[config.mk]
export PLATFORM = sky130hd
export DESIGN_NAME = gb5_queue
export DESIGN_NICKNAME = d
export VERILOG_FILES = /design/src/rtl/core/gb5_pkg.sv /design/src/rtl/core/gb5_queue.sv
export SDC_FILE = /design/constraint.sdc
export NUM_CORES = 1
export LEC_CHECK = 0
export BUFFER_PORTS_ARGS = -buffer_cell sky130_fd_sc_hd__buf_2
export CELL_PAD_IN_SITES_DETAIL_PLACEMENT = 1
export CELL_PAD_IN_SITES_GLOBAL_PLACEMENT = 1
export CORE_AREA = 2 2 92 112
export DETAILED_ROUTE_END_ITERATION = 10
export DIE_AREA = 0 0 94 114
export GPL_TIMING_DRIVEN = 0
export PLACE_DENSITY_LB_ADDON = 0.12
export SLEW_MARGIN = 10
export SYNTH_ARGS = -nofsm -noshare
export SYNTH_HDL_FRONTEND = slang
export SYNTH_SLANG_ARGS = --single-unit
export TNS_END_PERCENT = 10
[constraint.sdc]
create_clock -name clk -period 2.1 [get_ports clk]
set_input_delay 0.105 -clock clk [delete_from_list [all_inputs] [get_ports clk]]
set_output_delay 0.105 -clock clk [all_outputs]
set_load 0.05 [all_outputs]
[src/rtl/core/gb5_pkg.sv]
// ----------------------------------------------------------------------------
// gb5_pkg: shared types and constants of the 5x5 Gaussian blur
// Widths, item codes, the inter-stage column item and the 1-4-6-4-1 weighting.
// ----------------------------------------------------------------------------
package gb5_pkg;

  // Line store geometry
  localparam int MAX_WIDTH    = 1024;
  localparam int COL_W        = $clog2(MAX_WIDTH);
  localparam int BANKS        = 8;
  localparam int BANK_W       = $clog2(BANKS);

  // Frame size registers
  localparam int WIDTH_W      = 11;
  localparam int HEIGHT_W     = 13;
  localparam int ROWX_W       = HEIGHT_W + 1;
  localparam int HEIGHT_LIMIT = 4096;
  localparam int OUT_ROW_W    = $clog2(HEIGHT_LIMIT);
  localparam int LEAD_W       = WIDTH_W + 1;

  localparam logic [WIDTH_W-1:0]  WIDTH_RESET  = WIDTH_W'(640);
  localparam logic [HEIGHT_W-1:0] HEIGHT_RESET = HEIGHT_W'(480);

  // Configuration port
  localparam int CFG_IDX_W  = 2;
  localparam int CFG_DATA_W = HEIGHT_W;
  localparam logic [CFG_IDX_W-1:0] REG_FRAME_WIDTH  = CFG_IDX_W'(0);
  localparam logic [CFG_IDX_W-1:0] REG_FRAME_HEIGHT = CFG_IDX_W'(1);

  // Datapath
  localparam int TAPS   = 5;
  localparam int SEL_W  = $clog2(TAPS);
  localparam int PIX_W  = 8;
  localparam int VSUM_W = PIX_W + 4;
  localparam int SUM_W  = PIX_W + 8;

  // Column queue between front and back
  localparam int QDEPTH = 4;
  localparam int QPTR_W = $clog2(QDEPTH);
  localparam int QCNT_W = $clog2(QDEPTH + 1);

  // Result queue
  localparam int ODEPTH = 2;
  localparam int OPTR_W = $clog2(ODEPTH);
  localparam int OCNT_W = $clog2(ODEPTH + 1);

  typedef enum logic {
    OP_PIXEL = 1'b0,
    OP_FLUSH = 1'b1
  } opcode_t;

  typedef struct packed {
    logic [WIDTH_W-1:0]  width;
    logic [HEIGHT_W-1:0] height;
    logic                restart;
  } cfg_t;

  typedef struct packed {
    logic [VSUM_W-1:0]              vsum;
    logic                           has_out;
    logic                           last;
    logic [TAPS-1:0][SEL_W-1:0]     sel;
  } col_item_t;

  // 1-4-6-4-1 weighted sum of five values
  function automatic logic [SUM_W-1:0] weigh5(input logic [VSUM_W-1:0] a,
                                              input logic [VSUM_W-1:0] b,
                                              input logic [VSUM_W-1:0] c,
                                              input logic [VSUM_W-1:0] d,
                                              input logic [VSUM_W-1:0] e);
    logic [SUM_W-1:0] xa, xb, xc, xd, xe;
    xa = SUM_W'(a);
    xb = SUM_W'(b);
    xc = SUM_W'(c);
    xd = SUM_W'(d);
    xe = SUM_W'(e);
    return xa + xe + ((xb + xd) << 2) + (xc << 2) + (xc << 1);
  endfunction

endpackage

[src/rtl/core/gb5_queue.sv]
// ----------------------------------------------------------------------------
// gb5_queue: column item queue
// Small circular queue that decouples the front from the back.
// ----------------------------------------------------------------------------
module gb5_queue
  import gb5_pkg::*;
(
  input  logic              clk,
  input  logic              rst,
  input  logic              push,
  input  col_item_t         item_in,
  input  logic              pop,
  output logic              valid,
  output col_item_t         item_out,
  output logic [QCNT_W-1:0] count
);

  col_item_t         slots [QDEPTH];
  logic [QPTR_W-1:0] wptr, rptr;

  always_ff @(posedge clk) begin
    if (push) begin
      slots[wptr] <= item_in;
    end
  end

  always_ff @(posedge clk) begin
    if (rst) begin
      wptr  <= '0;
      rptr  <= '0;
      count <= '0;
    end else begin
      if (push) begin
        wptr <= wptr + QPTR_W'(1);
      end
      if (pop) begin
        rptr <= rptr + QPTR_W'(1);
      end
      unique case ({push, pop})
        2'b10:   count <= count + QCNT_W'(1);
        2'b01:   count <= count - QCNT_W'(1);
        default: count <= count;
      endcase
    end
  end

  assign valid    = count != '0;
  assign item_out = slots[rptr];

endmodule

======== Yosys cells after proc, flatten, opt, wreduce, memory -nomap -nowiden ========
Memory sizes are Yosys's and may differ from the RTL's. A register that Yosys moved wholly into a read port is not among the register bits.
Cells that the tools add are included.
operators by class
  add/sub/neg operators ................... 4
  equal/unequal tests ..................... 2
  muxes and demuxes ....................... 5
  reductions and logical operators ........ 2
operator list
  kind                   number
  $pmux W3 S2            1
  $add A2 B1 Y2 const B  2
  $mux W2                2
  $add A3 B1 Y3 const B  1
  $reduce_bool A3 Y1     1
  $sub A3 B1 Y3 const B  1
  $eq A2 B1 Y1 const B   1
  $eq A2 B2 Y1 const B   1
  $mux W1                2
  $reduce_bool A2 Y1     1
storage, ports and cells
  register bits after elaboration ......... 7
  bits in writable memories ............... 116
  input bits .............................. 33
  output and inout bits ................... 33
  word-level logic and storage cells ...... 17
  memories kept ........................... 1
memories
  memory  words  width  rd ports  clocked after memory_dff  wr ports  RTL line         text
  slots   4      29     1         1                         1         gb5_queue.sv:18  col_item_t slots [QDEPTH];

======== Logic depth before layout (Yosys ltp) ========
  depth after elaboration ................. 3
  mapped depth ............................ 6
  depth with buffers taken out ............ 6

======== Worst setup path after synthesis ========
No wires, ideal clock.
  path type ............................... flip-flop to flip-flop
  start point ............................. reg wptr[0]
  end point ............................... mem slots[2][0] in the netlist's numbering, enable pin
  library setup time ...................... 0.389 ns
  arrival ................................. 1.265 ns
  data required time ...................... 1.711 ns
  setup slack ............................. 0.447 ns
  cell stages (with the launch flop) ...... 4
  path buffers ............................ 0
  clock period less this slack ............ 1.653 ns
  cells stage by stage .................... dfxtp_1 -> inv_1 -> ha_1 -> and2_1
RTL lines
  what                    RTL line         text
  start, declared         gb5_queue.sv:19  logic [QPTR_W-1:0] wptr, rptr;
  start signal, assigned  gb5_queue.sv:34  wptr <= wptr + QPTR_W'(1);
  end, declared           gb5_queue.sv:18
No word-level cell before the write port.

==> run metrics <==
status=finished clean; Synth Net Count=232; starting density of the core=0.473; Crit-path slowest cell=mux4_2; vias per cell=5.05; DP Area=0.00513 mm^2; post-DP HPWL=4.74 mm; Port-buffer cells=64; worst vdd ir=0.000594 V; crit path launch type=flip-flop; Iter 0 DRT Violations=145; most frequent CP cell=buf_2; routed len/inst=18.4 um; drt pass-1 iters=4; number of flops mapped to enable cells by yosys=116; Setup TNS Final=0 ns; Clock Skew=0.00621 ns; layout cell share with drive strength beyond 1=0.400; Die Footprint=0.0107 mm^2; total CTS buffers=17; final core occ=0.615; most common cell after layout, fill and taps aside=edfxtp_1; FMAX=0.506 GHz; # Post-CTS Setup Buffers=0; unrepaired setup endpoints after global routing=no; Max Cap Violations=0; CP Max Fanout=10; DRC=0; first-pass GRT wire length=13.0 mm; core area=0.00976 mm^2; crit end category=output pin; Syn Inst Count=193; H-tree depth=4; post-synthesis sequential element count=125; CTS tree=built; fin area=0.00600 mm^2; post-route ant nets=0; # IOs=66; Setup Viol. Count Final=0; Fin. Hold Viols=0; Routed WL=8.22 mm; CP delay by family, top=buffers and inverters; ys async rst share=0; P&R area growth vs syn=30.1%; Top FF cell, synth=edfxtp_1; initial antenna violation count=0; antenna diode count=0; critical path cell sequence=buf_2 > clkbuf_4 > mux4_2 > buf_2; worst path arrival time=1.87 ns; GP Congestion=0.657; pwr/cell area=1100 mW/mm^2; Mean Syn Cell Area=23.9 um^2; Min-Delay Path Class=in -> reg; gr usage total=0.172; # nets final=347; Max clock buf depth=2; FF-to-FF setup slack=0.43 ns; Total Power=0.00660 W; Die Span Y=114 um; vias=2254; Slew Viols, Final=0; Clk pin slew, worst setup/hold paths=0.05 ns; worst endpoint required time=2.00 ns; # rows=40; Critical Path End=item_out[13]; critical path class=reg -> out; Post-Syn Area=0.00461 mm^2; crit share post-route=0.941; global route overflow=0; vias in the first global route=2539; relative slew slack=0.456; worst reg2reg path startpoint=wptr[0]; die span in x=94 um; commonest non-fill, non-tap cells in the layout=edfxtp_1, buf_2, dlygate4sd3_1, mux4_2, clkbuf_16; CP Depth=4; RR Endpoint=slots[2][8]; Slew @ Worst Pin=0.815 ns; Ys Warns=0; clk sinks=125; Worst path max stage delay=0.34 ns; Root Buffer Master=clkbuf_16; Worst R2R Path Depth=3; minimum period implied by the final worst setup slack=1.98 ns; Seq/Total Area, Yosys=0.794; later-pin clock latency in the skew report=0.40 ns; largest net degree at the start of global routing=30; Bufs and invs on worst path=3; count of distinct cell types in the synthesized netlist=21; Pleak=2.13 nW
## logic make-up after synthesis
family | synth area share
AND/OR/NAND/NOR | 0.0146
XOR/XNOR | 0.00950
multiplexers | 0.147
adder cells (fa/ha/maj) | 0.0179
flip-flops | 0.794
AO/OA/AOI/OAI | 0.00217
buffers and inverters | 0.0147
## metrics by stage
step	setup WS [ns]	instances	hold slack (ns)
2_1_floorplan	0.447	193	0.204
3_3_place_gp	-0.151	383	0.319
3_5_place_dp	0.406	385	0.325
4_1_cts	0.0253	446	0.0330
5_1_grt	0.0231	446	0.0515
6_report	0.124	446	0.0425
## state kept, by name, indices dropped and copies added, names as in the netlist, named ones only
name / count
slots: 116
rptr: 2
count: 3
wptr: 2
## worst register-to-register path, delay by kind of cell (launching register included)
family	cells	cell delay, ns
AND/OR/NAND/NOR	1	0.69
flip-flops	1	0.35
adder cells (fa/ha/maj)	1	0.15
buffers and inverters	1	0.10
## layout make-up
cell class                      count  area [um^2]
Timing Repair Buffer               96          661
Inverter                            3         11.3
Fill cell                         864         3760
Multi-Input combinational cell     58          886
Tap cell                          126          158
Buffer                              7         58.8
Clock inverter                     10          123
Clock buffer                       21          440
Sequential cell                   125         3660
## synth_stat cells, drive strengths merged, types with 2 or more instances
cell type,instances,area (um^2)
xnor2,3,26.3
or3,2,12.5
xor2,2,17.5
inv,3,11.3
edfxtp,116,3480
nor2,7,26.3
buf,5,48.8
and2,4,25.0
ha,5,62.6
mux4,29,657
clkbuf,2,7.51
dfxtp,9,180
mux2i,2,20.0
## metal layers
layer  wire length (um)  track usage  vias to the layer above
li1                   -            -                     1031
met1               3430        0.205                     1162
met2               4360        0.284                       53
met3                320       0.0575                        8
met4                101       0.0754                        0
met5                  0            0                        -
## repair_timing
action                                  in CTS  in global routing
resized for setup                            0                  1
hold buffers                                30                  0
endpoints found under the setup margin       0                 10
hold endpoints to repair                   118                  0
## worst min-delay path by stage
stage	to	startpoint	cells after the start	slack [ns]
final	wptr[0]	push	3	0.04
after global routing	wptr[0]	push	3	0.05
after CTS	wptr[0]	push	3	0.03
after detailed placement	slots[2][28]	item_in[28]	1	0.32
after global placement	slots[2][3]	item_in[3]	1	0.32
after floorplan	slots[0][0]	item_in[0]	0	0.20
## power by group
part | leakage [nW] | internal, W | switching, W
logic | 0.712 | 0.000307 | 0.000605
registers | 1.14 | 0.00286 | 0.0000376
clock network | 0.279 | 0.00184 | 0.000951
Note: power is estimated with default switching activity, not from simulation.
