$ cat config.mk
export PLATFORM = sky130hd
export DESIGN_NAME = gb5_back
export DESIGN_NICKNAME = d
export VERILOG_FILES = /design/src/rtl/core/gb5_pkg.sv /design/src/rtl/core/gb5_back.sv
export SDC_FILE = /design/constraint.sdc
export NUM_CORES = 1
export LEC_CHECK = 0
export BUFFER_PORTS_ARGS = -buffer_cell sky130_fd_sc_hd__buf_4
export CORE_MARGIN = 3
export CORE_UTILIZATION = 34
export DETAILED_ROUTE_END_ITERATION = 10
export PLACE_DENSITY_LB_ADDON = 0.3
export SYNTH_ARGS = -nofsm -noshare
export SYNTH_HDL_FRONTEND = slang
export SYNTH_SLANG_ARGS = --single-unit
$ cat constraint.sdc
create_clock -name clk -period 6.68 [get_ports clk]
set_input_delay 0.668 -clock clk [delete_from_list [all_inputs] [get_ports clk]]
set_output_delay 0.668 -clock clk [all_outputs]
set_load 0.01 [all_outputs]
$ cat src/rtl/core/gb5_pkg.sv
// ----------------------------------------------------------------------------
// gb5_pkg: shared types and constants of the 5x5 Gaussian blur
// Widths, item codes, the inter-stage column item and the 1-4-6-4-1 weighting.
// ----------------------------------------------------------------------------
package gb5_pkg;

  // Line store geometry
  localparam int MAX_WIDTH    = 1024;
  localparam int COL_W        = $clog2(MAX_WIDTH);
  localparam int BANKS        = 8;
  localparam int BANK_W       = $clog2(BANKS);

  // Frame size registers
  localparam int WIDTH_W      = 11;
  localparam int HEIGHT_W     = 13;
  localparam int ROWX_W       = HEIGHT_W + 1;
  localparam int HEIGHT_LIMIT = 4096;
  localparam int OUT_ROW_W    = $clog2(HEIGHT_LIMIT);
  localparam int LEAD_W       = WIDTH_W + 1;

  localparam logic [WIDTH_W-1:0]  WIDTH_RESET  = WIDTH_W'(640);
  localparam logic [HEIGHT_W-1:0] HEIGHT_RESET = HEIGHT_W'(480);

  // Configuration port
  localparam int CFG_IDX_W  = 2;
  localparam int CFG_DATA_W = HEIGHT_W;
  localparam logic [CFG_IDX_W-1:0] REG_FRAME_WIDTH  = CFG_IDX_W'(0);
  localparam logic [CFG_IDX_W-1:0] REG_FRAME_HEIGHT = CFG_IDX_W'(1);

  // Datapath
  localparam int TAPS   = 5;
  localparam int SEL_W  = $clog2(TAPS);
  localparam int PIX_W  = 8;
  localparam int VSUM_W = PIX_W + 4;
  localparam int SUM_W  = PIX_W + 8;

  // Column queue between front and back
  localparam int QDEPTH = 4;
  localparam int QPTR_W = $clog2(QDEPTH);
  localparam int QCNT_W = $clog2(QDEPTH + 1);

  // Result queue
  localparam int ODEPTH = 2;
  localparam int OPTR_W = $clog2(ODEPTH);
  localparam int OCNT_W = $clog2(ODEPTH + 1);

  typedef enum logic {
    OP_PIXEL = 1'b0,
    OP_FLUSH = 1'b1
  } opcode_t;

  typedef struct packed {
    logic [WIDTH_W-1:0]  width;
    logic [HEIGHT_W-1:0] height;
    logic                restart;
  } cfg_t;

  typedef struct packed {
    logic [VSUM_W-1:0]              vsum;
    logic                           has_out;
    logic                           last;
    logic [TAPS-1:0][SEL_W-1:0]     sel;
  } col_item_t;

  // 1-4-6-4-1 weighted sum of five values
  function automatic logic [SUM_W-1:0] weigh5(input logic [VSUM_W-1:0] a,
                                              input logic [VSUM_W-1:0] b,
                                              input logic [VSUM_W-1:0] c,
                                              input logic [VSUM_W-1:0] d,
                                              input logic [VSUM_W-1:0] e);
    logic [SUM_W-1:0] xa, xb, xc, xd, xe;
    xa = SUM_W'(a);
    xb = SUM_W'(b);
    xc = SUM_W'(c);
    xd = SUM_W'(d);
    xe = SUM_W'(e);
    return xa + xe + ((xb + xd) << 2) + (xc << 2) + (xc << 1);
  endfunction

endpackage

$ cat src/rtl/core/gb5_back.sv
// ----------------------------------------------------------------------------
// gb5_back: horizontal pass and result queue
// Shifts column sums into a five-tap window, forms the 1-4-6-4-1 sum with
// border selects and queues the finished pixel.
// ----------------------------------------------------------------------------
module gb5_back
  import gb5_pkg::*;
(
  input  logic              clk,
  input  logic              rst,
  input  logic              mq_valid,
  input  col_item_t         mq_item,
  output logic              mq_pop,
  input  logic              pop,
  output logic              empty,
  output logic [PIX_W-1:0]  blurred_pixel,
  output logic              frame_end
);

  function automatic logic [VSUM_W-1:0] pick(input logic [TAPS-1:0][VSUM_W-1:0] t,
                                             input logic [SEL_W-1:0] s);
    return (s < SEL_W'(TAPS)) ? t[s] : t[0];
  endfunction

  logic [TAPS-1:0][VSUM_W-1:0] taps, taps_next;
  logic [TAPS-1:0][VSUM_W-1:0] pix;
  logic [SUM_W-1:0]            sum;

  logic [PIX_W-1:0]  o_pix [ODEPTH];
  logic              o_end [ODEPTH];
  logic [OPTR_W-1:0] o_wptr, o_rptr;
  logic [OCNT_W-1:0] o_count;
  logic pop_fire, space, take, o_push;

  always_comb begin
    taps_next = {taps[TAPS-2:0], mq_item.vsum};
    for (int i = 0; i < TAPS; i++) begin
      pix[i] = pick(taps_next, mq_item.sel[i]);
    end
    sum      = weigh5(pix[0], pix[1], pix[2], pix[3], pix[4]);
    pop_fire = pop && !empty;
    space    = (o_count != OCNT_W'(ODEPTH)) || pop_fire;
    take     = mq_valid && (!mq_item.has_out || space);
    o_push   = take && mq_item.has_out;
    mq_pop   = take;
  end

  always_ff @(posedge clk) begin
    if (take) begin
      taps <= taps_next;
    end
    if (o_push) begin
      o_pix[o_wptr] <= sum[SUM_W-1 -: PIX_W];
      o_end[o_wptr] <= mq_item.last;
    end
  end

  always_ff @(posedge clk) begin
    if (rst) begin
      o_wptr  <= '0;
      o_rptr  <= '0;
      o_count <= '0;
    end else begin
      if (o_push) begin
        o_wptr <= o_wptr + OPTR_W'(1);
      end
      if (pop_fire) begin
        o_rptr <= o_rptr + OPTR_W'(1);
      end
      unique case ({o_push, pop_fire})
        2'b10:   o_count <= o_count + OCNT_W'(1);
        2'b01:   o_count <= o_count - OCNT_W'(1);
        default: o_count <= o_count;
      endcase
    end
  end

  assign empty         = o_count == '0;
  assign blurred_pixel = o_pix[o_rptr];
  assign frame_end     = o_end[o_rptr];

endmodule

# --- Word-level counts from Yosys, hierarchy flattened ---
# Memory sizes are Yosys's and may differ from the RTL's. A register that Yosys moved wholly into a read port is not among the register bits.
# Cells that the tools add are included.
totals:
  wordCells: 62
  mem_bits_ro: 0
  register_bits: 52
  ram_bits: 18
  mem_count: 2
  latch_bits: 0
  output_inout_bits: 11
classes:
  n_div: 0
  multipliers: 0
  n_reduce_logical: 9
  mux: 22
  n_addsub: 9
  magnitude_cmp: 10
  eq_ne: 3
  n_bitwise: 0
  n_shift: 0
memory_table:
  columns: ["name", "depth", "width", "read_ports", "rd_ports_with_merged_regs", "wr", "line", "text"]
  rows:
  - ["o_pix", 2, 8, 1, 1, 1, "gb5_back.sv:29", "logic [PIX_W-1:0] o_pix [ODEPTH];"]
  - ["o_end", 2, 1, 1, 1, 1, "gb5_back.sv:30", "logic o_end [ODEPTH];"]
ops:
  columns: ["cell", "n"]
  rows:
  - ["$bmux 12 s3", 5]
  - ["$mux 12", 10]
  - ["$add 12x12->13", 2]
  - ["$lt 3x4->1 const B", 5]
  - ["$add 13x15->16", 1]
  - ["$add 16x13->16", 1]
  - ["$add 16x14->16", 1]
  - ["$lt 3x3->1 const B", 5]
  - ["$mux 1", 6]
  - ["$pmux 2 s2", 1]
  - ["$logic_and 1x1->1", 3]
  - ["$add 1x1->1 const B", 2]
  - ["$add 2x1->2 const B", 1]
  - ["$eq 2x1->1 const B", 1]
  - ["$eq 2x2->1 const B", 1]
  - ["$logic_not 1->1", 2]
  - ["$logic_not 2->1", 1]
  - ["$logic_or 1x1->1", 2]
  - ["$ne 2x2->1 const B", 1]
  - ["$reduce_bool 2->1", 1]
  - ["$sub 2x1->2 const B", 1]

# --- Longest topological paths before layout ---
# Gate-level depths: netlist of run 1.
depth:
  depth_word: 9
  mapped_depth: 21

# --- Worst setup path after synthesis of run 1 ---
# Ideal clock, no wire load.
synth_timing:
  path_type: "in2reg"
  from: "input mq_item[3] (netlist bit)"
  to: "memory o_pix[0][7], data pin"
  n_path_buf: 2
  required_time_ps: 6411
  path_stages: 21
  t_arrival_ps: 5333
  setup_slack_ps: 1078
  cell_sequence: "buf_4 > nor2_1 > buf_6 > mux2i_1 > a21oi_1 > ha_1 > fa_1 > a211oi_2 > o21ai_1 > a21oi_2 > nor4b_1 > or3_1 > fa_1 > ha_1 > ha_1 > ha_1 > nand4_1 > nor2_1 > and3_2 > a2111oi_2 > xnor2_1"
synth_via:
  elab_chain_len: 7
  elab_cells_between_ends: 8
synth_lines:
  columns: ["item", "line", "text"]
  rows:
  - ["from (decl)", "gb5_back.sv:12", "input col_item_t mq_item,"]
  - ["$bmux 12 s3", "gb5_back.sv:22", "return (s < SEL_W'(TAPS)) ? t[s] : t[0];"]
  - ["$mux 12 (implied by the code)", "gb5_back.sv:22", null]
  - ["$mux 12 *", "gb5_back.sv:22", null]
  - ["$add 12x12->13 *", "gb5_pkg.sv:77", "return xa + xe + ((xb + xd) << 2) + (xc << 2) + (xc << 1);"]
  - ["$add 13x15->16 *", "gb5_pkg.sv:77", null]
  - ["$add 16x14->16 *", "gb5_pkg.sv:77", null]
  - ["$add 16x13->16 *", "gb5_pkg.sv:77", null]
  - ["named net sum[15]", "gb5_back.sv:27", "logic [SUM_W-1:0] sum;"]
  - ["to (decl)", "gb5_back.sv:29", null]
# The timed path passes the listed nets; every way through them passes the cells marked *. The select of a mux whose other input is x is not followed.

# --- Worst setup path in the final report of run 1 ---
layout_timing:
  from: "input mq_item[3] (netlist bit)"
  to: "memory o_pix[0][6], data pin"
# Same word-level chain as after synthesis.

==> metrics.md, run 1 <==
| Metric | Value |
|---|---|
| Status | `completed` |
| Global-route wire length before repair | `27,200 µm` |
| Diodes inserted | `0` |
| Synth Flop Type | `edfxtp_1` |
| Num rows | `51` |
| Comb power frac | `0.576` |
| Maxcap violations | `0` |
| Setup crit end kind | `flop` |
| Async set-or-reset flop fraction in the synthesized netlist | `0` |
| Drt total wl | `17,000 µm` |
| Final max-slew violation count | `0` |
| Mapped Nets | `722` |
| Setup Buffers After CTS | `0` |
| Unrepaired setup endpoints after global routing | `false` |
| Clk_lat worst skew | `0.35 ns` |
| Crit path cell chain | `buf_4 -> mux4_2 -> nor2_1 -> a21oi_1 -> ha_1 -> fa_1 -> a211oi_2 -> o21ai_1 -> a21oi_2 -> nor4b_1 -> or3_1 -> fa_1 -> ha_1 -> ha_1 -> ha_1 -> nand4_1 -> nor2_1 -> a211oi_1 -> mux2i_1 -> nand2_1` |
| Placed cell area | `7400 µm²` |
| Chip height | `149 µm` |
| Clock transition at path regs | `0.05 ns` |
| Via/cell ratio | `5.55` |
| Starting DRT DRC Count | `296` |
| Largest net degree at the start of global routing | `51` |
| P_int | `1.63 mW` |
| Wire per inst | `18.6 µm` |
| Hold WC Path Type | `flop to flop` |
| Register Area | `2080 µm²` |
| Die ar. | `22,100 µm²` |
| Root Driver | `clkbuf_16` |
| Cell mode on critical path | `ha_1` |
| Power density cells | `363 nW/µm²` |
| Clock skew | `0.0124 ns` |
| Post-cts resize count | `0` |
| Residual DRC count | `0` |
| I/O pin count | `44` |
| Hold path start | `o_count[1]` |
| Critical Path AT | `5.80 ns` |
| Setup WS post-layout | `0.967 ns` |
| WS Path Type | `input port to flop` |
| Sw Pwr | `1.15 mW` |
| Crit path max-delay cell type | `mux4_2` |
| Die Wd | `149 µm` |
| Initial antenna violation count | `0` |
| GRT Residual Overflow | `0` |
| Antenna-violating nets left | `0` |
| Slew @ Worst Pin | `0.777 ns` |
| Synth warn | `0` |
| Area of the core | `19,700 µm²` |
| Finished Cell Area | `7660 µm²` |
| Footprint of the multi-input gates | `4420 µm²` |
| Flop pwr share | `0.262` |
| Initial DRT Pass Iterations | `5` |
| Final net count | `738` |
| PortBufs | `43` |
| Commonest non-fill, non-tap cell in the layout | `edfxtp_1` |
| Hold Violations, Final | `0` |
| # setup viols final | `0` |
| Share of cells above drive strength 1 | `0.213` |
| Post-DP HPWL | `12,100 µm` |
| Filler instances | `1,894` |
| Post-CTS Hold Buffers | `0` |
| Vias | `5,065` |
| Synthesized instance count | `626` |
| CTS Buffer Depth | `2` |
| Reg2reg start | `taps[12]` |
| Critical path peak fanout | `13` |
| Required @ worst endpoint | `6.76 ns` |
| Post-synth EDFFs | `66` |
| Most frequent cells in the layout | `edfxtp_1 (66), nor2_1 (63), mux4_2 (59)` |
| Critical Path Source | `mq_item[3]` |
| Synthesis-stage register bit count | `71` |
| Fmax | `175 MHz` |
| Peak VDD IR | `0.176 mV` |
| Synth top area cells | `edfxtp_1 (29%), mux4_2 (19%), fa_1 (9.5%)` |
| Register area share after synthesis | `0.301` |
| Syn Std Cell Area | `6920 µm²` |
| Post-synthesis cell type count | `55` |
| CTS Buf Count | `9` |
| H-tree depth | `3` |
| Slew margin rel. | `0.480` |
| Area grow syn2layout | `10.8%` |
| Fin util | `0.389` |
| TNS Setup | `0 ns` |
| Cell family with most CP delay | `adder cells` |
| Synth Area per Inst | `11.1 µm²` |
| Fin crit period | `5.71 ns` |
| Clock power frac | `0.161` |
| Leak | `2.89 nW` |
| CTS tree | `yes` |
| GRT Util Overall | `0.157` |
| GP Congestion | `0.873` |
| CP bufs+invs | `1` |
| Initial Util | `0.351` |
| Period utilization | `0.855` |
| Clk sinks | `71` |
| Slowest stage delay, CP | `0.53 ns` |
| Synth top area share | `0.286` |
| Switching share of total power | `0.413` |
| Number of global-route vias before repair | `5,103` |
| Startpoint types | `input port` |
| Synth area leader | `edfxtp_1` |
| Post-Place Worst Slack | `0.617 ns` |
-- power groups by stage --
stage / logic, mW / registers (mW) / clock network, mW
6_report: 1.60 / 0.730 / 0.449
5_1_grt: 1.81 / 0.740 / 0.481
4_1_cts: 1.61 / 0.730 / 0.461
3_5_place_dp: 1.60 / 0.739 / 0
3_3_place_gp: 1.55 / 0.735 / 0
2_1_floorplan: 1.22 / 0.718 / 0
-- final cells by class --
type | instances | share of cell area
inverter | 53 | 0.0260
timing repair buffer | 49 | 0.0480
clock buffer | 11 | 0.0304
sequential | 71 | 0.272
clock inverter | 5 | 0.00441
tap | 265 | 0.0433
multi-input combinational | 458 | 0.576
-- cells in the mapped netlist, types with 7 or more instances --
master	count
o21ai_0	45
mux2_2	10
nand2_1	27
mux2i_1	40
fa_1	33
xnor2_1	12
inv_1	53
clkbuf_1	25
mux4_2	59
a21oi_1	52
ha_1	30
edfxtp_1	66
nor2_1	63
nand3_1	23
buf_4	7
-- state kept, by name (all words and copies together) (netlist names), named ones only --
| name | count |
|---|---|
| taps | 48 |
| o_pix | 16 |
| o_count | 2 |
| o_end | 2 |
| o_rptr | 1 |
| o_wptr | 1 |
-- stage by stage --
| stage | total power, mW | hold slack [ns] | cells |
|---|---|---|---|
| global route | 3.03 | 0.504 | 912 |
| finish | 2.78 | 0.506 | 912 |
| detailed placement | 2.34 | 0.488 | 896 |
| global placement | 2.29 | 0.481 | 896 |
| floorplan | 1.94 | 0.460 | 626 |
| CTS | 2.80 | 0.500 | 912 |
-- tightest hold or removal path, cell delays in order, from the launching register on --
cell and delay (ns):
dfxtp_1 0.33, o21ai_0 0.07, a21oi_1 0.06
-- kinds of logic after synthesis --
logic type	count (synthesis)	share of synthesized area
simple gates	138	0.0893
compound gates	130	0.109
buf+inv	97	0.0618
mux	109	0.266
flops	71	0.301
xor+xnor	18	0.0228
fa+ha+maj	63	0.150
-- path summary, 6_finish.rpt --
kind	end	slack (ns)	depth (start not counted)
setup / recovery	o_pix[0][6]	0.97	20
hold / removal	o_count[1]	0.51	2
setup reg to reg	o_pix[0][6]	1.13	19
hold reg to reg	o_count[1]	0.51	2
-- layer usage --
| metal | track usage | wire length [µm] | vias up |
|---|---|---|---|
| li1 | - | - | 2357 |
| met1 | 0.217 | 7560 | 2510 |
| met2 | 0.251 | 8060 | 169 |
| met3 | 0.0335 | 1070 | 29 |
| met4 | 0.0476 | 307 | 0 |
| met5 | 0 | 0 | - |
Power figures use the tool's default switching activity.
==> inputs of run 2 (changes only) <==
- REMOVE_ABC_BUFFERS: not set -> 1
==> run 2 against run 1 <==
Net effect:
- sequential power is essentially flat
- combinational power hardly changed
- register-to-register slack improved by 0.06 ns
- sequential share of layout area shrank 0.19 points
- die area stayed put
- routed wire length grew 3.7%
- worst hold slack better by 0.00072 ns
- maximum frequency grew 0.82%
- largest power group unchanged
==> metrics.md, run 2 (synthesized netlist as in run 1, its figures left out) <==
| Metric | Value |
|---|---|
| Peak VDD IR | `0.232 mV (+32%)` |
| Slew margin rel. | `0.235 (-0.246)` |
| Initial antenna violation count | `0 (unchanged)` |
| Clock transition at path regs | `0.06 ns (about the same)` |
| Num rows | `51 (unchanged)` |
| Met3 Routed Length | `908 µm (-15%)` |
| Hold EP | `o_count[1]` |
| I/O pin count | `44 (unchanged)` |
| Top flop regs | `taps (48), o_pix (16)` |
| Die ar. | `22,100 µm² (unchanged)` |
| M1 WL | `7630 µm (+0.93%)` |
| Via/cell ratio | `5.62 (+1.2%)` |
| Clock skew | `0.00585 ns (-0.00654 ns)` |
| Post-Place Worst Slack | `0.626 ns (+0.00935 ns)` |
| Setup crit end kind | `flop` |
| Period utilization | `0.848 (-0.00699)` |
| Reg2reg start | `taps[24]` |
| Fmax | `176 MHz (+0.82%)` |
| Filler instances | `1,865 (-1.5%)` |
| Largest net degree at the start of global routing | `51 (unchanged)` |
| Max layer used | `met4` |
| Most frequent cells in the layout | `edfxtp_1 (66), nor2_1 (62), mux4_2 (59)` |
| Top reg by flops | `taps` |
| GRT Residual Overflow | `0 (unchanged)` |
| # setup viols final | `0 (unchanged)` |
| TNS Setup | `0 ns (unchanged)` |
| Initial Util | `0.351 (unchanged)` |
| Root Driver | `clkbuf_16` |
| Worst hold slack | `0.507 ns (+0.000721 ns)` |
| Starting DRT DRC Count | `466 (+57%)` |
| Critical path peak fanout | `13 (unchanged)` |
| WS Path Type | `input port to flop` |
| Max FFs per register | `48 (unchanged)` |
| H-tree depth | `3 (unchanged)` |
| Setup Buffers After CTS | `0 (unchanged)` |
| Unrepaired setup endpoints after global routing | `false` |
| Chip height | `149 µm (unchanged)` |
| PortBufs | `43 (unchanged)` |
| Wire length on met2 | `8590 µm (+6.5%)` |
| Hold WC Path Type | `flop to flop` |
| Die Wd | `149 µm (unchanged)` |
| Wire per inst | `19.3 µm (+3.8%)` |
| Residual DRC count | `0 (unchanged)` |
| Final net count | `737 (-0.14%)` |
| Worst reg-to-reg path cell count | `19 (unchanged)` |
| Post-DP HPWL | `12,300 µm (+1.2%)` |
| Hold path start | `o_count[1]` |
| Critical Path AT | `5.75 ns (-0.05 ns)` |
| Slew @ Worst Pin | `1.15 ns (+0.370 ns)` |
| Register Area | `2080 µm² (unchanged)` |
| Area grow syn2layout | `11.5%` |
| Antenna-violating nets left | `0 (unchanged)` |
| Status | `completed` |
| Clk_lat worst skew | `0.35 ns (about the same)` |
| Startpoint types | `input port` |
| Critical R2R Capture | `o_pix[1][6]` |
| Post-CTS Hold Buffers | `0 (unchanged)` |
| CTS tree | `yes` |
| Area of the core | `19,700 µm² (unchanged)` |
| Number of global-route vias before repair | `5,138 (+0.69%)` |
| Setup WS post-layout | `1.01 ns (+0.0467 ns)` |
| Global-route wire length before repair | `28,000 µm (+3.0%)` |
| Diodes inserted | `0 (unchanged)` |
| Footprint of the multi-input gates | `4420 µm² (about the same)` |
| Post-cts resize count | `0 (unchanged)` |
| Hold Violations, Final | `0 (unchanged)` |
| Commonest non-fill, non-tap cell in the layout | `edfxtp_1` |
| Clk sinks | `71 (unchanged)` |
| Pwr Total | `2.88 mW (+3.4%)` |
| Non-filler cells in the finished layout | `911 (-0.11%)` |
| GP Congestion | `0.889 (+1.8%)` |
| GRT Util Overall | `0.162 (+0.00468)` |
| Post-placement cell count | `895 (-0.11%)` |
| Maxcap violations | `0 (unchanged)` |
| Fin crit period | `5.67 ns (-0.0467 ns)` |
| Leak | `2.92 nW (+0.85%)` |
| Vias | `5,120 (+1.1%)` |
| Required @ worst endpoint | `6.76 ns (about the same)` |
| CTS Buf Count | `9 (unchanged)` |
| Drt total wl | `17,600 µm (+3.7%)` |
| Share of cells above drive strength 1 | `0.215 (+0.00188)` |
| Cells on Worst Hold Path | `2 (unchanged)` |
| CTS Buffer Depth | `2 (unchanged)` |
| Final max-slew violation count | `0 (unchanged)` |
| Power density cells | `373 nW/µm² (+2.7%)` |
| Initial DRT Pass Iterations | `5 (unchanged)` |
| Reg-to-reg slack, setup | `1.19 ns (+0.06 ns)` |
==> run 2: changes by cell type in the layout (fill, tap and decap cells not counted), sizes merged <==
cell,previous run,this run
bufinv,0,2
buf,49,48
clkinvlp,2,1
inv,54,53
==> run 2: where the power goes <==
| part | total (mW) | switching (mW) | internal, mW |
|---|---|---|---|
| Sequential | 0.730 | 0.0494 | 0.681 |
| Combinational | 1.62 | 0.914 | 0.705 |
| Clock | 0.527 | 0.190 | 0.337 |
==> run 2: worst max path at each step <==
stage	from	to	slack (ns)
finish	mq_item[3]	o_pix[1][6]	1.01
global route	mq_item[3]	o_pix[1][6]	0.67
CTS	mq_item[3]	o_pix[1][6]	0.98
detailed placement	mq_item[3]	o_pix[1][6]	0.63
global placement	mq_item[3]	o_pix[0][7]	0.74
floorplan	mq_item[4]	o_pix[0][7]	0.87
==> run 2: worst max-delay path, stage by stage <==
cell and delay (ns):
buf_4 0.28, mux4_2 0.55, nor2_1 0.11, a21oi_1 0.06, ha_1 0.24, fa_1 0.44, a211oi_2 0.24, o21ai_1 0.12
a21oi_2 0.23, nor4b_1 0.07, or3_1 0.40, fa_1 0.45, ha_1 0.31, ha_1 0.30, ha_1 0.34, nand4_1 0.14
nor2_1 0.07, a211oi_1 0.41, mux2i_1 0.24, nand2_1 0.09
==> run 2: metal layers <==
| layer | track usage | up-vias |
|---|---|---|
| met4 | 0.0573 | 0 |
| met1 | 0.215 | 2568 |
| met2 | 0.268 | 163 |
| li1 | - | 2361 |
| met5 | 0 | - |
| met3 | 0.0299 | 28 |
==> run 2: final cells by class <==
cell class,count,area share
well taps,265,0.0430
repair buffers,48,0.0467
clock inverters,5,0.0105
flip-flops and latches,71,0.270
inverters,53,0.0258
multi-input cells,458,0.573
clock buffers,11,0.0315
==> run 2: stage by stage <==
stage               instance area, µm²  utilization
global placement                  7390        0.375
detailed placement                7390        0.375
CTS                               7720        0.391
global route                      7720        0.391
finish                            7720        0.391
floorplan                         6690            -
==> inputs of run 3 (changes only) <==
- ABC_AREA: not set -> 1
- clock period: 6.68 -> 5.1 ns (I/O delays scaled with it)
==> run 3 against run 2 <==
Net effect:
- utilization rose by 0.58 points
- critical path depth up 2
- highest routed layer unchanged
- flip-flop and latch count unchanged
- power grew 26%
- register-to-register slack worse by 0.47 ns
- die area is 0.88% higher
- synthesized cell count up 47%
- first-iteration DRC count up 95%
- non-clock buffer count up 24
- global-route usage increased by 4.6 points
==> metrics.md, run 3 <==
| Metric | Value |
|---|---|
| Largest net degree at the start of global routing | `37 (-27%)` |
| Most frequent cells in the layout | `nand2_1 (173), a21oi_1 (143), o21ai_0 (120)` |
| Die ar. | `22,300 µm² (+0.88%)` |
| Setup Buffers After CTS | `0 (unchanged)` |
| Synthesized instance count | `921 (+47%)` |
| Placed cell area | `7580 µm² (+2.6%)` |
| Vias | `6,773 (+32%)` |
| Simple-gate share of the synthesized area | `0.152 (+0.0628)` |
| Crit path max-delay cell type | `fa_1` |
| Post-synthesis mux area share | `0.0145 (-0.252)` |
| Non-filler cells in the finished layout | `1,229 (+35%)` |
| Comb power frac | `0.575 (+0.012)` |
| Power density cells | `461 nW/µm² (+24%)` |
| Clk sinks | `71 (unchanged)` |
| Post-synthesis cell type count | `35 (-36%)` |
| Most common cell in the netlist | `nand2_1` |
| Number of global-route vias before repair | `6,428 (+25%)` |
| Synth top area share | `0.284 (-0.00262)` |
| Flop pwr share | `0.247 (-0.007)` |
| Clock transition at path regs | `0.06 ns (about the same)` |
| Synth Area per Inst | `7.58 µm² (-31%)` |
| Met1 GRT Util | `0.284 (+0.0695)` |
| CTS Buffer Depth | `2 (unchanged)` |
| Area of the core | `19,800 µm² (+0.65%)` |
| GRT Util Overall | `0.208 (+0.0457)` |
| Most frequent cells after synthesis | `nand2_1 (173), a21oi_1 (143), o21ai_0 (120)` |
| Register area share after synthesis | `0.298 (-0.00275)` |
| Die Wd | `149 µm (+0.44%)` |
| Hold Violations, Final | `0 (unchanged)` |
| Clock skew | `0.00973 ns (+0.00388 ns)` |
| Critical Path AT | `4.54 ns (-1.21 ns)` |
| Diodes inserted | `0 (unchanged)` |
| Synth top area cells | `edfxtp_1 (28%), a21oi_1 (10%), fa_1 (9.5%)` |
| PortBufs | `43 (unchanged)` |
| Sw Pwr | `1.61 mW (+40%)` |
| Required @ worst endpoint | `5.21 ns (-1.55 ns)` |
| Largest family of logic cells by synthesized area | `compound AO/OA/AOI/OAI gates` |
| Drt total wl | `22,500 µm (+28%)` |
| Antenna-violating nets left | `0 (unchanged)` |
| Via/cell ratio | `5.51 (-1.9%)` |
| Xor/xnor cell area share of the yosys netlist | `0.0138 (-0.00899)` |
| WS Path Type | `input port to flop` |
| Setup crit end kind | `flop` |
| Met3 GRT Util | `0.0383 (+0.00843)` |
| Final net count | `1,055 (+43%)` |
| Peak VDD IR | `0.269 mV (+16%)` |
| Root Driver | `clkbuf_16` |
| Slew margin rel. | `0.427 (+0.193)` |
| Synthesis-stage register bit count | `71 (unchanged)` |
| Crit path cell chain | `buf_4 -> buf_4 -> o21ai_0 -> buf_4 -> o221ai_1 -> ha_1 -> a21oi_1 -> o21ai_0 -> nand2_1 -> nand3_1 -> nand2_1 -> nand2_1 -> fa_1 -> ha_1 -> ha_1 -> ha_1 -> a21oi_1 -> o21ai_0 -> a21oi_1 -> nand2_1 -> nand2_1 -> nand2_1` |
| GRT Residual Overflow | `0 (unchanged)` |
| GP Congestion | `1.03 (+16%)` |
| Finished Cell Area | `7880 µm² (+2.1%)` |
| Period utilization | `0.869` |
| Startpoint types | `input port` |
| Chip height | `149 µm (+0.44%)` |
| Top flop regs | `taps (48), o_pix (16)` |
| Share of cells above drive strength 1 | `0.121 (-0.0938)` |
| Top reg by flops | `taps` |
| Max FFs per register | `48 (unchanged)` |
| Residual DRC count | `0 (unchanged)` |
| Starting DRT DRC Count | `909 (+95%)` |
| Most used routing layer | `met2` |
| Unrepaired setup endpoints after global routing | `false` |
| Initial DRT Pass Iterations | `5 (unchanged)` |
| Area grow syn2layout | `12.9%` |
| Compound-Gate Fraction of Synth Area | `0.264 (+0.155)` |
| Pwr Total | `3.63 mW (+26%)` |
| Post-synthesis adder-cell area fraction | `0.148 (-0.00137)` |
| TNS Setup | `0 ns (unchanged)` |
| CTS Buf Count | `9 (unchanged)` |
| Synth Flop Type | `edfxtp_1` |
| Wire per inst | `18.3 µm (-5.2%)` |
| Met2 GRT Util | `0.311 (+0.0431)` |
| Critical path peak fanout | `25 (+12)` |
| Async set-or-reset flop fraction in the synthesized netlist | `0 (unchanged)` |
| Post-DP HPWL | `17,400 µm (+42%)` |
| Status | `completed` |
| Fin crit period | `4.43 ns` |
| CTS tree | `yes` |
| Slew @ Worst Pin | `0.856 ns (-0.291 ns)` |
| Final max-slew violation count | `0 (unchanged)` |
| Post-placement cell count | `1,213 (+36%)` |
| Synth warn | `0 (unchanged)` |
| Clock power frac | `0.178 (-0.005)` |
| Post-cts resize count | `0 (unchanged)` |
| Num rows | `51 (unchanged)` |
| Initial antenna violation count | `0 (unchanged)` |
| Global-route wire length before repair | `35,900 µm (+28%)` |
| I/O pin count | `44 (unchanged)` |
| # setup viols final | `0 (unchanged)` |
| Maxcap violations | `0 (unchanged)` |
| Syn Std Cell Area | `6980 µm² (+0.92%)` |
| Hold WC Path Type | `input port to flop` |
| Leak | `3.48 nW (+19%)` |
| Fmax | `226 MHz` |
| Clk_lat worst skew | `0.35 ns (about the same)` |
| Switching share of total power | `0.443 (+0.0426)` |
| Synth area leader | `edfxtp_1` |
| Cell mode on critical path | `nand2_1` |
| Initial Util | `0.352 (+0.000959)` |
| Slowest stage delay, CP | `0.44 ns (-0.11 ns)` |
| Post-CTS Hold Buffers | `0 (unchanged)` |
| P_int | `2.02 mW (+17%)` |
| Post-synth EDFFs | `66 (unchanged)` |
| H-tree depth | `3 (unchanged)` |
| Commonest non-fill, non-tap cell in the layout | `nand2_1` |
[run 3: layer usage]
metal | routed length, µm | share of wire
met5 | 0 | 0
met4 | 1180 | 0.052
met3 | 2100 | 0.093
met2 | 9740 | 0.43
met1 | 9520 | 0.42
[run 3: cell type report]
type | count | area, µm²
fill | 2057 | 12000
multi-input combinational | 675 | 4140
sequential | 71 | 2080
timing repair buffer | 72 | 541
inverter | 130 | 488
tap | 265 | 332
clock buffer | 9 | 225
clock inverter | 7 | 72.6
[run 3: logic make-up (layout without fill, tap and decap cells)]
logic type,after synthesis,in the layout
XOR/XNOR,11,11
adder cells (fa/ha/maj),63,63
AO/OA/AOI/OAI,335,335
buffers and inverters,175,218
AND/OR/NAND/NOR,257,257
flip-flops,71,71
multiplexers,9,9
[run 3: power by group through the flow]
stage	clock (mW)	combinational (mW)	sequential [mW]
detailed placement	0	2.08	0.908
global route	0.686	2.41	0.905
finish	0.645	2.09	0.896
floorplan	0	1.52	0.891
CTS	0.667	2.10	0.897
global placement	0	2.07	0.906
[run 3: final timing paths]
| kind | from | to | slack (ns) | cells past startpoint |
|---|---|---|---|---|
| worst max-delay path | mq_item[3] | o_pix[0][7] | 0.67 | 22 |
| worst min-delay path | mq_item[15] | o_end[1] | 0.34 | 1 |
| worst min register to register | taps[26] | taps[38] | 0.46 | 0 |
| worst max register to register | taps[28] | o_pix[0][7] | 0.72 | 23 |
[run 3: through the flow]
step	setup slack (ns)	utilization	hold slack [ns]
6_report	0.668	0.397	0.343
5_1_grt	0.313	0.397	0.333
4_1_cts	0.731	0.397	0.328
3_5_place_dp	0.361	0.382	0.437
3_3_place_gp	0.396	0.382	0.439
2_1_floorplan	0.540	-	0.426
[run 3: worst max-delay path: cells and delay by family]
kind | cells | cell delay, ns
buffers and inverters | 3 | 0.56
adders and majority gates | 5 | 1.79
AOI/OAI and AO/OA | 7 | 1.18
and+or+nand+nor | 7 | 0.48
